`src/rtl/tgp_pkg.sv`:
```
// Shared types, codes and defaults for the turtle grid plotter.
`default_nettype none

package tgp_pkg;

  // Default floor edge length in cells
  localparam int GRID_SIZE_DEF = 32;

  // Width of the position and step fields on the stream ports
  localparam int FW = 5;

  // Stream widths (tdata fields packed, padded to whole bytes)
  localparam int IN_TDATA_W  = 16;
  localparam int IN_TUSER_W  = 3;
  localparam int OUT_TDATA_W = 16;

  // Command codes carried on in_tuser
  typedef logic [2:0] req_t;
  localparam req_t REQ_PEN_UP  = 3'd0;
  localparam req_t REQ_PEN_DN  = 3'd1;
  localparam req_t REQ_TURN_R  = 3'd2;
  localparam req_t REQ_TURN_L  = 3'd3;
  localparam req_t REQ_MOVE    = 3'd4;
  localparam req_t REQ_READ    = 3'd5;

  typedef enum logic [1:0] {
    HEAD_UP    = 2'd0,
    HEAD_RIGHT = 2'd1,
    HEAD_DOWN  = 2'd2,
    HEAD_LEFT  = 2'd3
  } head_t;

  typedef enum logic [2:0] {
    ST_CLEAR,
    ST_IDLE,
    ST_EXEC,
    ST_MOVE,
    ST_RDWAIT,
    ST_DONE
  } state_t;

  // One request as taken from the input stream
  typedef struct packed {
    req_t         req_type;
    logic [FW-1:0] step_count;
    logic [FW-1:0] read_row;
    logic [FW-1:0] read_col;
  } cmd_t;

  // One result; status sits in the lowest bit
  typedef struct packed {
    logic [FW-1:0] col_now;
    logic [FW-1:0] row_now;
    head_t         heading_now;
    logic          turtle_here;
    logic          cell_value;
    logic          status;
  } res_t;

  // Handshake state from the sequencer to the top level
  typedef struct packed {
    logic in_ready;
    logic res_push;
  } seq_sts_t;

endpackage

`default_nettype wire

```
`src/rtl/turtle_grid_plotter_core.sv`:
```
// Top level of the turtle grid plotter: stream ports, output register, sequencer, bitmap.
//
//  Channel  Dir  Handshake          Payload
//  in_      in   tvalid / tready    tuser: req_type; tdata: step_count, read_row, read_col
//  out_     out  tvalid / tready    tdata: status, cell_value, turtle_here, heading_now,
//                                          row_now, col_now
//
//  Pen, turn and unused codes pass EXEC then DONE; a read passes EXEC, RDWAIT, DONE;
//  a move of n cells that stays on the floor draws them in MOVE between EXEC and DONE,
//  one bitmap write per cycle on the memory port; a rejected or zero-length move skips MOVE.
//  After reset the bitmap is cleared one cell a cycle, all GRID_SIZE*GRID_SIZE cells
//  (1024 by default), with in_tready low.
//  A finished result waits in the output register; the next request is taken meanwhile,
//  and its result waits in the sequencer until the register drains.
`default_nettype none

module turtle_grid_plotter_core
  import tgp_pkg::*;
#(
  parameter int GRID_SIZE = GRID_SIZE_DEF
) (
  input  wire logic                   clk,
  input  wire logic                   rst_n,
  input  wire logic                   in_tvalid,
  output logic                        in_tready,
  input  wire logic [IN_TDATA_W-1:0]  in_tdata,   // [4:0] step_count, [9:5] read_row,
                                                  // [14:10] read_col, [15] zero
  input  wire logic [IN_TUSER_W-1:0]  in_tuser,   // [2:0] req_type
  output logic                        out_tvalid,
  input  wire logic                   out_tready,
  output logic [OUT_TDATA_W-1:0]      out_tdata   // [0] status, [1] cell_value,
                                                  // [2] turtle_here, [4:3] heading_now,
                                                  // [9:5] row_now, [14:10] col_now,
                                                  // [15] zero
);

  localparam int NC = GRID_SIZE * GRID_SIZE;
  localparam int AW = $clog2(NC);

  cmd_t          cmd;
  seq_sts_t      sts;
  res_t          res;
  logic          push_ok;
  logic          out_valid_r;
  res_t          out_res_r;
  logic          mem_we, mem_wdata, mem_re, mem_rdata;
  logic [AW-1:0] mem_waddr, mem_raddr;

  // Unpack the request
  assign cmd.req_type   = in_tuser;
  assign cmd.step_count = in_tdata[4:0];
  assign cmd.read_row   = in_tdata[9:5];
  assign cmd.read_col   = in_tdata[14:10];

  assign in_tready = sts.in_ready;
  assign push_ok   = !out_valid_r || out_tready;

  tgp_seq #(
    .GRID_SIZE (GRID_SIZE)
  ) u_seq (
    .clk       (clk),
    .rst_n     (rst_n),
    .in_valid  (in_tvalid),
    .cmd       (cmd),
    .push_ok   (push_ok),
    .sts       (sts),
    .res       (res),
    .mem_we    (mem_we),
    .mem_waddr (mem_waddr),
    .mem_wdata (mem_wdata),
    .mem_re    (mem_re),
    .mem_raddr (mem_raddr),
    .mem_rdata (mem_rdata)
  );

  tgp_floor_mem #(
    .DEPTH (NC)
  ) u_floor_mem (
    .clk   (clk),
    .we    (mem_we),
    .waddr (mem_waddr),
    .wdata (mem_wdata),
    .re    (mem_re),
    .raddr (mem_raddr),
    .rdata (mem_rdata)
  );

  // Output register: load on push, drop on take
  always_ff @(posedge clk) begin
    if (!rst_n) begin
      out_valid_r <= 1'b0;
    end else if (sts.res_push) begin
      out_valid_r <= 1'b1;
    end else if (out_tready) begin
      out_valid_r <= 1'b0;
    end
  end

  always_ff @(posedge clk) begin
    if (sts.res_push) begin
      out_res_r <= res;
    end
  end

  assign out_tvalid = out_valid_r;
  assign out_tdata  = {1'b0, out_res_r};

`ifndef ASSERT_OFF
  // A result is pushed only into a free or draining output register
  a_push_room: assert property (@(posedge clk) disable iff (!rst_n)
    sts.res_push |-> (!out_valid_r || out_tready))
    else $error("result pushed over a waiting result");

  // One request at a time: no second accept right after one
  a_one_item: assert property (@(posedge clk) disable iff (!rst_n)
    (in_tvalid && in_tready) |=> !in_tready)
    else $error("request accepted while one is in work");

  // Pushing a result and taking a request never coincide
  a_push_not_idle: assert property (@(posedge clk) disable iff (!rst_n)
    sts.res_push |-> !in_tready)
    else $error("result pushed while idle");

  // A rejected move reports no cell data
  a_reject_clean: assert property (@(posedge clk) disable iff (!rst_n)
    (sts.res_push && res.status) |-> (!res.cell_value && !res.turtle_here))
    else $error("rejected move carries read data");
`endif

endmodule

`default_nettype wire

```
`src/rtl/tgp_floor_mem.sv`:
```
// One-bit-wide floor bitmap memory, one write and one registered read port.
`default_nettype none

module tgp_floor_mem
  import tgp_pkg::*;
#(
  parameter  int DEPTH = GRID_SIZE_DEF * GRID_SIZE_DEF,
  localparam int AW    = $clog2(DEPTH)
) (
  input  wire logic          clk,
  input  wire logic          we,
  input  wire logic [AW-1:0] waddr,
  input  wire logic          wdata,
  input  wire logic          re,
  input  wire logic [AW-1:0] raddr,
  output logic               rdata
);

  logic mem [DEPTH];

  // Write port
  always_ff @(posedge clk) begin
    if (we) begin
      mem[waddr] <= wdata;
    end
  end

  // Registered read port
  always_ff @(posedge clk) begin
    if (re) begin
      rdata <= mem[raddr];
    end
  end

endmodule

`default_nettype wire

```
`src/rtl/tgp_seq.sv`:
```
// Request sequencer: turtle state, move sweep, cell reads and the clearing pass.
`default_nettype none

module tgp_seq
  import tgp_pkg::*;
#(
  parameter  int GRID_SIZE = GRID_SIZE_DEF,
  localparam int NC        = GRID_SIZE * GRID_SIZE,
  localparam int AW        = $clog2(NC)
) (
  input  wire logic          clk,
  input  wire logic          rst_n,
  input  wire logic          in_valid,
  input  wire cmd_t          cmd,
  input  wire logic          push_ok,
  output seq_sts_t           sts,
  output res_t               res,
  output logic               mem_we,
  output logic [AW-1:0]      mem_waddr,
  output logic               mem_wdata,
  output logic               mem_re,
  output logic [AW-1:0]      mem_raddr,
  input  wire logic          mem_rdata
);

  localparam int PW = $clog2(GRID_SIZE);
  localparam int CW = ((PW > FW) ? PW : FW) + 1;
  localparam logic [AW-1:0] LAST_CELL = AW'(NC - 1);

  state_t        state_r, state_nxt;
  logic [PW-1:0] row_r, row_nxt;
  logic [PW-1:0] col_r, col_nxt;
  head_t         head_r, head_nxt;
  logic          pen_r, pen_nxt;
  cmd_t          cmd_r, cmd_nxt;
  logic [PW-1:0] cur_row_r, cur_row_nxt;
  logic [PW-1:0] cur_col_r, cur_col_nxt;
  logic [FW-1:0] cnt_r, cnt_nxt;
  logic [AW-1:0] clr_r, clr_nxt;
  logic          status_r, status_nxt;
  logic          cell_r, cell_nxt;
  logic          here_r, here_nxt;
  logic          inrange_r, inrange_nxt;

  logic [CW-1:0] row_ext, col_ext, n_ext, rd_row_ext, rd_col_ext;
  logic          rd_inrange;
  logic          reject;
  logic [PW-1:0] step_row, step_col;
  logic [PW-1:0] addr_row, addr_col;
  logic [AW-1:0] cell_addr;

  // Widen positions for range checks
  assign row_ext    = CW'(row_r);
  assign col_ext    = CW'(col_r);
  assign n_ext      = CW'(cmd_r.step_count);
  assign rd_row_ext = CW'(cmd_r.read_row);
  assign rd_col_ext = CW'(cmd_r.read_col);
  assign rd_inrange = (rd_row_ext < CW'(GRID_SIZE)) && (rd_col_ext < CW'(GRID_SIZE));

  // Reject a move whose destination leaves the floor
  always_comb begin
    case (head_r)
      HEAD_UP:    reject = n_ext > row_ext;
      HEAD_RIGHT: reject = (col_ext + n_ext) > CW'(GRID_SIZE - 1);
      HEAD_DOWN:  reject = (row_ext + n_ext) > CW'(GRID_SIZE - 1);
      default:    reject = n_ext > col_ext;
    endcase
  end

  // Advance the sweep position one cell along the heading
  always_comb begin
    step_row = cur_row_r;
    step_col = cur_col_r;
    case (head_r)
      HEAD_UP:    step_row = cur_row_r - PW'(1);
      HEAD_RIGHT: step_col = cur_col_r + PW'(1);
      HEAD_DOWN:  step_row = cur_row_r + PW'(1);
      default:    step_col = cur_col_r - PW'(1);
    endcase
  end

  // Linear cell address: read position during dispatch, sweep position otherwise
  assign addr_row  = (state_r == ST_EXEC) ? rd_row_ext[PW-1:0] : cur_row_r;
  assign addr_col  = (state_r == ST_EXEC) ? rd_col_ext[PW-1:0] : cur_col_r;
  assign cell_addr = AW'(addr_row) * AW'(GRID_SIZE) + AW'(addr_col);

  // Hold state
  always_ff @(posedge clk) begin
    if (!rst_n) begin
      state_r <= ST_CLEAR;
      row_r   <= '0;
      col_r   <= '0;
      head_r  <= HEAD_RIGHT;
      pen_r   <= 1'b0;
      clr_r   <= '0;
    end else begin
      state_r <= state_nxt;
      row_r   <= row_nxt;
      col_r   <= col_nxt;
      head_r  <= head_nxt;
      pen_r   <= pen_nxt;
      clr_r   <= clr_nxt;
    end
  end

  // Hold the request payload and sweep registers
  always_ff @(posedge clk) begin
    cmd_r     <= cmd_nxt;
    cur_row_r <= cur_row_nxt;
    cur_col_r <= cur_col_nxt;
    cnt_r     <= cnt_nxt;
    status_r  <= status_nxt;
    cell_r    <= cell_nxt;
    here_r    <= here_nxt;
    inrange_r <= inrange_nxt;
  end

  // Next state and memory control
  always_comb begin
    state_nxt   = state_r;
    row_nxt     = row_r;
    col_nxt     = col_r;
    head_nxt    = head_r;
    pen_nxt     = pen_r;
    clr_nxt     = clr_r;
    cmd_nxt     = cmd_r;
    cur_row_nxt = cur_row_r;
    cur_col_nxt = cur_col_r;
    cnt_nxt     = cnt_r;
    status_nxt  = status_r;
    cell_nxt    = cell_r;
    here_nxt    = here_r;
    inrange_nxt = inrange_r;
    mem_we      = 1'b0;
    mem_waddr   = cell_addr;
    mem_wdata   = pen_r;
    mem_re      = 1'b0;
    mem_raddr   = cell_addr;
    sts.in_ready = 1'b0;
    sts.res_push = 1'b0;

    case (state_r)
      // Zero the bitmap cell by cell after reset, up to the last cell
      ST_CLEAR: begin
        mem_we    = 1'b1;
        mem_waddr = clr_r;
        mem_wdata = 1'b0;
        clr_nxt   = clr_r + AW'(1);
        if (clr_r == LAST_CELL) begin
          state_nxt = ST_IDLE;
        end
      end

      // Take one request
      ST_IDLE: begin
        sts.in_ready = 1'b1;
        if (in_valid) begin
          cmd_nxt    = cmd;
          status_nxt = 1'b0;
          cell_nxt   = 1'b0;
          here_nxt   = 1'b0;
          state_nxt  = ST_EXEC;
        end
      end

      // Dispatch on the request code
      ST_EXEC: begin
        state_nxt = ST_DONE;
        case (cmd_r.req_type)
          REQ_PEN_UP: pen_nxt  = 1'b0;
          REQ_PEN_DN: pen_nxt  = 1'b1;
          REQ_TURN_R: head_nxt = head_t'(head_r + 2'd1);
          REQ_TURN_L: head_nxt = head_t'(head_r - 2'd1);
          REQ_MOVE: begin
            if (reject) begin
              status_nxt = 1'b1;
            end else if (cmd_r.step_count != '0) begin
              cur_row_nxt = row_r;
              cur_col_nxt = col_r;
              cnt_nxt     = cmd_r.step_count;
              state_nxt   = ST_MOVE;
            end
          end
          REQ_READ: begin
            mem_re      = rd_inrange;
            inrange_nxt = rd_inrange;
            state_nxt   = ST_RDWAIT;
          end
          default: ;
        endcase
      end

      // Draw one cell per cycle, then land on the destination
      ST_MOVE: begin
        mem_we      = 1'b1;
        cur_row_nxt = step_row;
        cur_col_nxt = step_col;
        cnt_nxt     = cnt_r - FW'(1);
        if (cnt_r == FW'(1)) begin
          row_nxt   = step_row;
          col_nxt   = step_col;
          state_nxt = ST_DONE;
        end
      end

      // Capture the read cell
      ST_RDWAIT: begin
        cell_nxt  = inrange_r & mem_rdata;
        here_nxt  = inrange_r && (rd_row_ext[PW-1:0] == row_r)
                    && (rd_col_ext[PW-1:0] == col_r);
        state_nxt = ST_DONE;
      end

      // Hand the result to the output register once it has room
      ST_DONE: begin
        if (push_ok) begin
          sts.res_push = 1'b1;
          state_nxt    = ST_IDLE;
        end
      end

      default: state_nxt = ST_IDLE;
    endcase
  end

  // Result fields: status and read data as registered, position and heading from the turtle state
  assign res.status      = status_r;
  assign res.cell_value  = cell_r;
  assign res.turtle_here = here_r;
  assign res.heading_now = head_r;
  assign res.row_now     = row_ext[FW-1:0];
  assign res.col_now     = col_ext[FW-1:0];

endmodule

`default_nettype wire

```
`config.mk`:
```
export PLATFORM = sky130hd
export DESIGN_NAME = turtle_grid_plotter_core
export DESIGN_NICKNAME = d
export VERILOG_FILES = /design/src/rtl/tgp_pkg.sv /design/src/rtl/turtle_grid_plotter_core.sv /design/src/rtl/tgp_floor_mem.sv /design/src/rtl/tgp_seq.sv
export SDC_FILE = /design/constraint.sdc
export NUM_CORES = 2
export LEC_CHECK = 0
export BUFFER_PORTS_ARGS = -buffer_cell sky130_fd_sc_hd__clkbuf_2
export CORE_MARGIN = 2
export CORE_UTILIZATION = 25
export CTS_CLUSTER_SIZE = 20
export DETAILED_ROUTE_END_ITERATION = 6
export SLEW_MARGIN = 20
export SYNTH_ARGS = -nofsm -noshare
export SYNTH_HDL_FRONTEND = slang
export SYNTH_SLANG_ARGS = --single-unit
```
`constraint.sdc`:
```
create_clock -name clk -period 22.7 [get_ports clk]
set_input_delay 4.54 -clock clk [delete_from_list [all_inputs] [get_ports clk]]
set_output_delay 4.54 -clock clk [all_outputs]
set_load 0.02 [all_outputs]
```
== After elaboration in Yosys (flattened, before gate mapping) ==
Memory sizes are Yosys's and may differ from the RTL's. A register that Yosys moved wholly into a read port is not among the register bits.
Index checks and enable logic that the tools add are counted.

* $lt $le $gt $ge: 6
* Equal/unequal tests: 24
* Multiply operators: 0
* Reduce and logical (&&, ||, !) cells: 26
* Shifts and indexed selects: 0
* Bitwise gates (word level): 1
* Div/mod/pow operators: 0
* Muxes and demuxes: 45
* $add $sub $neg: 11

{| class="wikitable"
|+ Operator list
! cell !! number
|-
| 2-to-1 mux 5 bit || 11
|-
| one-hot mux 5 bit (2 select lines) || 5
|-
| 2-to-1 mux 3 bit || 6
|-
| one-hot mux 3 bit (6 select lines) || 1
|-
| subtractor 5 x 1 -> 5 bit, second input constant || 3
|-
| 2-to-1 mux 1 bit || 14
|-
| adder 5 x 5 -> 6 bit || 2
|-
| == test 3 x 2 -> 1 bit, second input constant || 4
|-
| == test 3 bit, second input constant || 4
|-
| greater-than comparator 6 x 5 -> 1 bit, second input constant || 2
|-
| < comparator 5 x 6 -> 1 bit, second input constant || 2
|-
| AND reduction 2 bit || 6
|-
| AND reduction 4 bit || 3
|-
| nonzero test 2 bit || 6
|-
| adder 10 x 1 -> 10 bit, second input constant || 1
|-
| adder 10 x 5 -> 10 bit || 1
|-
| adder 5 x 1 -> 5 bit, second input constant || 2
|-
| == test 10 bit, second input constant || 1
|-
| == test 5 bit || 2
|-
| greater-than comparator 5 bit || 2
|-
| 2-to-1 mux 10 bit || 1
|-
| inequality test 2 bit, second input constant || 5
|-
| one-hot mux 1 bit (2 select lines) || 4
|-
| == test 3 x 1 -> 1 bit, second input constant || 2
|-
| 17 further kinds || 23
|}

* Word-level logic and storage cells: 138
* Bits in registers: 79
* Bits in latches: 0
* Input port bits: 23
* Output and inout port bits: 18
* Memories: 1
* Bits in writable memories: 1024
* ROM bits: 0

{| class="wikitable"
|+ Memory list
! memory !! words !! width !! read ports !! clocked after memory_dff !! wr ports !! line !! source
|-
| u_floor_mem.mem || 1024 || 1 || 1 || 1 || 1 || tgp_floor_mem.sv:19 || <nowiki>logic mem [DEPTH];</nowiki>
|}

== Depth between registers and ports, before layout ==
* Depth after elaboration: 6
* Mapped depth: 18
* Depth with buffers taken out: 12

== Hierarchy ==
A second synthesis with hierarchy kept.

* Cell total of the unflattened synthesis: 3544
* Area total of the unflattened synthesis: 48945.7 um^2

{| class="wikitable"
|+ Modules (own cells, without submodules)
! module !! cells an instance !! area each (um^2) !! instances
|-
| tgp_floor_mem || 3112 || 44666.6 || 1
|-
| tgp_seq || 411 || 3768.6 || 1
|-
| turtle_grid_plotter_core || 21 || 510.5 || 1
|}

== Least setup slack after synthesis ==
No wires, ideal clock.

* Kind: register to register
* From: register u_seq.state_r[2]
* To: memory u_floor_mem.mem[0], data pin
* Setup time: 2.879 ns
* Data arrival time: 13.915 ns
* Data required time: 19.821 ns
* Path buffers: 3
* Slack: 5.906 ns
* Stages on the path, launching flop included: 6
* Cell sequence: dfxtp_1 > buf_2 > or3_1 > clkbuf_1 > clkbuf_1 > and2_1

* Longest elaborated chain between the ends: 2

{| class="wikitable"
|+ RTL lines
! what !! line !! source
|-
| start: declaration || tgp_seq.sv:30 || <nowiki>state_t state_r, state_nxt;</nowiki>
|-
| start signal: assignment || tgp_seq.sv:97 || <nowiki>state_r <= state_nxt;</nowiki>
|-
| logical NOT 3 bit || tgp_seq.sv:142 || <nowiki>case (state_r)</nowiki>
|-
| 2-to-1 mux 1 bit || tgp_seq.sv:142 ||
|-
| named net mem_wdata || turtle_grid_plotter_core.sv:46 || <nowiki>logic mem_we, mem_wdata, mem_re, mem_rdata;</nowiki>
|-
| end: declaration || tgp_floor_mem.sv:19 ||
|}

The timed path passes the listed nets, and every way through them passes these cells.

== Final worst setup path ==
* From: register u_seq.state_r[0]
* To: output in_tready

* Longest elaborated chain between the ends: 2

{| class="wikitable"
|+ RTL lines
! what !! line !! source
|-
| == test 3 x 1 -> 1 bit || tgp_seq.sv:142 ||
|-
| 2-to-1 mux 1 bit || tgp_seq.sv:142 ||
|-
| end: declaration || turtle_grid_plotter_core.sv:25 || <nowiki>output logic in_tready,</nowiki>
|}

No other way between the ends.

==> impl_metrics.yaml <==
run_status:
  status: "completed"
power:
  power_frac_seq_pct: 54.2
  peakVddDrop_uv: 59.3
  pwr-share-comb_pct: 0.9
  switching_share_pct: 20.5
  power.switching_uw: 833
  power_leakage_nw: 16.9
  power_frac_clock_pct: 44.9
  p_per_area_nw_per_um2: 72.4
  power.internal_mw: 3.23
clock_network:
  cts_tree: "done"
  cts-resized-gates: 0
  numCtsBuffers: 113
  postCtsSetupBuffers: 0
  insertion_delay_ps: 730
  clkSlewWorstSetupHoldPaths_ps: 60
  cts.sinks: 1103
  cts-root-buf: "clkbuf_16"
  cts_max_path_buffers: 3
  postCtsHoldBufs: 0
  htreeDepth: 3
floorplanning:
  start_util_pct: 25.2
  die_w_um: 450
  dieArea_sq_um: 202000
  ios: 41
  num_rows: 163
  die_y_um: 450
  core_area_sq_um: 197000
setup_path:
  cp_cell_sequence: "or3b_2, inv_1, clkbuf_2"
  critPathLaunchType: "flip-flop"
  crit_fanout: 9
  cp_slowest_stage_delay_ps: 520
  crit_path_start: "u_seq.state_r[0]$_SDFFE_PN0P_"
  cp-endpoint: "in_tready"
  reg2reg_depth: 12
  slowest_stage: "or3b_2"
  path_class: "reg -> out"
  required_ps: 18160
  cp.arrival_ps: 2040
  r2r-end: "u_floor_mem.rdata$_DFFE_PP_"
  regToRegSetupSlack_ps: 16650
  r2r-start: "u_seq.state_r[1]$_SDFFE_PN0P_"
  endpoint_kind: "output pin"
cells_and_area:
  instances_no_fill: 7233
  area_delta_synth_final_pct: 12.9
  layout.nets: 4556
  layout_commonest_cell: "edfxtp_1"
  antenna_cells: 0
  mostFrequentLayoutCells: "1076 x edfxtp_1, 1073 x nor2_1, 914 x nand2_1"
  drive_gt1_share_pct: 8.25
logic_synthesis:
  yosysUniqueCellTypes: 75
  synthArstFlopShare_pct: 0
  ys_seq_area_share_pct: 66.1
  syn-mean-instance-area_sq_um: 10.7
  synth_top_flop_cell: "edfxtp_1"
  synth_edf_count: 1076
  synth.area.top_cells: "edfxtp_1 65%, nor2_1 8.1%, nand2_1 7.1%, nand3_1 2.8%, mux2i_1 2.2%"
  ys_warn_count: 0
  postSynthCellCount: 4653
  synth_top_area_share_pct: 65.0
  yosys.area.top_type: "edfxtp_1"
  synth_nets: 4711
  netlist_area_sq_um: 49700
  ys_ff_latch: 1103
grt:
  antenna_found_initial: 5
  overflow: 0
  track_usage_pct: 14.8
  first_global_vias: 32900
  grt_pass1_wl_um: 225000
  grt_max_degree: 283
sta:
  fin_crit_sh_pct: 29.0
  clock_skew_ps: 60.1
  finalHoldViolCount: 0
  fmax_mhz: 152
  worst_pin_slew_ps: 1290
  rsz0062_at_grt: "false"
  layout_min_cycle_time_ps: 6580
  drv_slew: 0
  tns_ps: 0
  setup_violations: 0
  relSlewSlack_pct: 14.2
  hold-worst-slack_ps: 421
  layout_setup_ws_ps: 16120
drt:
  wl_um: 155000
  first_pass_iters: 6
  route.antenna.remaining_nets: 0
  wl_per_cell_um: 21.5
  first_iter_violations: 5293
  drc: 0
  avgViaCountPerCell: 4.97
  via_count: 36000
place:
  dp_hpwl_um: 80200
  placed_cells: 7023
  gp_congestion: 0.840
  portBuffers: 38
  place_ws_ps: 16570
job:
  cap_viol_max_count: 0
hold_path:
  hold_depth: 0
  hp-class: "reg -> reg"
## area by class of cell
cell class | instances | area (sq um)
clock inverters | 70 | 612
flip-flops and latches | 1103 | 32900
multi-input cells | 3121 | 15300
well taps | 2640 | 3300
fillers | 20500 | 141000
clock buffers | 140 | 2980
repair buffers | 128 | 920
inverters | 31 | 116
## registers in the layout, summed over array words and instances, names as in the netlist
| name | cells |
|---|---|
| out_tdata | 15 |
| out_tvalid | 1 |
| u_floor_mem.mem | 1024 |
| u_floor_mem.rdata | 1 |
| u_seq.cell_r | 1 |
| u_seq.clr_r | 10 |
| u_seq.cmd_r | 18 |
| u_seq.cnt_r | 5 |
| u_seq.col_r | 5 |
| u_seq.cur_col_r | 5 |
| u_seq.cur_row_r | 5 |
| u_seq.head_r | 2 |
| u_seq.here_r | 1 |
| u_seq.pen_r | 1 |
| u_seq.row_r | 5 |
| u_seq.state_r | 3 |
| u_seq.status_r | 1 |
## layer usage
layer / vias to the layer above / track usage (%) / share of wire, %
met3: 331 / 2.31 / 9.7
li1: 15900 / - / -
met4: 0 / 5.47 / 3.9
met5: - / 0 / 0
met1: 18000 / 20.3 / 41
met2: 1761 / 23.6 / 46
## power groups by stage
stage	Clock, mW	Sequential (mW)	Combinational (mW)
6_report	1.82	2.20	0.0364
5_1_grt	1.93	2.20	0.0369
4_1_cts	1.85	2.20	0.0353
3_5_place_dp	0	2.25	0.0350
3_3_place_gp	0	2.24	0.0350
2_1_floorplan	0	2.24	0.0142
## cells in the mapped netlist (30+ instances only)
cell	n
mux2i_1	109
buf_2	127
a31oi_1	104
o21ai_0	43
nand3_1	280
inv_1	30
edfxtp_1	1076
a21oi_1	100
and3_1	39
clkbuf_1	202
nand4_1	58
nand2_1	945
buf_1	59
nor2_1	1077
ha_1	33
## worst max-delay path, delay by kind of cell (launching register included)
family	cells	cell delay, ps
buffers and inverters	2	360
and+or+nand+nor	1	520
DFF	1	470
## stage by stage
stage | util, % | total power, mW | cell area [sq um]
6_report | 28.4 | 4.06 | 56100
5_1_grt | 28.4 | 4.17 | 56100
4_1_cts | 28.4 | 4.09 | 56000
3_5_place_dp | 26.6 | 2.28 | 52400
3_3_place_gp | 26.6 | 2.28 | 52400
2_1_floorplan | - | 2.26 | 49700
## cell families (layout without fill, tap and decap cells)
| kind of cell | Yosys count | in the layout | share of synthesized area [%] |
|---|---|---|---|
| other cells | 1 | 1 | 0.00755 |
| simple gates | 2529 | 2529 | 21.0 |
| fa+ha+maj | 35 | 35 | 0.912 |
| mux | 113 | 113 | 2.31 |
| xor+xnor | 33 | 33 | 0.582 |
| compound gates | 410 | 410 | 5.37 |
| flops | 1103 | 1103 | 66.1 |
| buf+inv | 429 | 369 | 3.67 |
## worst min path at each step
stage / startpoint / endpoint / slack (ps)
after floorplan: u_seq.status_r$_DFFE_PP_ / out_tdata[0]$_DFFE_PP_ / 400
after global placement: u_seq.here_r$_SDFFCE_PN0P_ / out_tdata[2]$_DFFE_PP_ / 410
after detailed placement: u_seq.cell_r$_SDFFCE_PN0P_ / out_tdata[1]$_DFFE_PP_ / 410
after CTS: u_seq.cell_r$_SDFFCE_PN0P_ / out_tdata[1]$_DFFE_PP_ / 420
after global routing: u_seq.cell_r$_SDFFCE_PN0P_ / out_tdata[1]$_DFFE_PP_ / 440
final: u_seq.cell_r$_SDFFCE_PN0P_ / out_tdata[1]$_DFFE_PP_ / 420
Power figures use the tool's default switching activity.
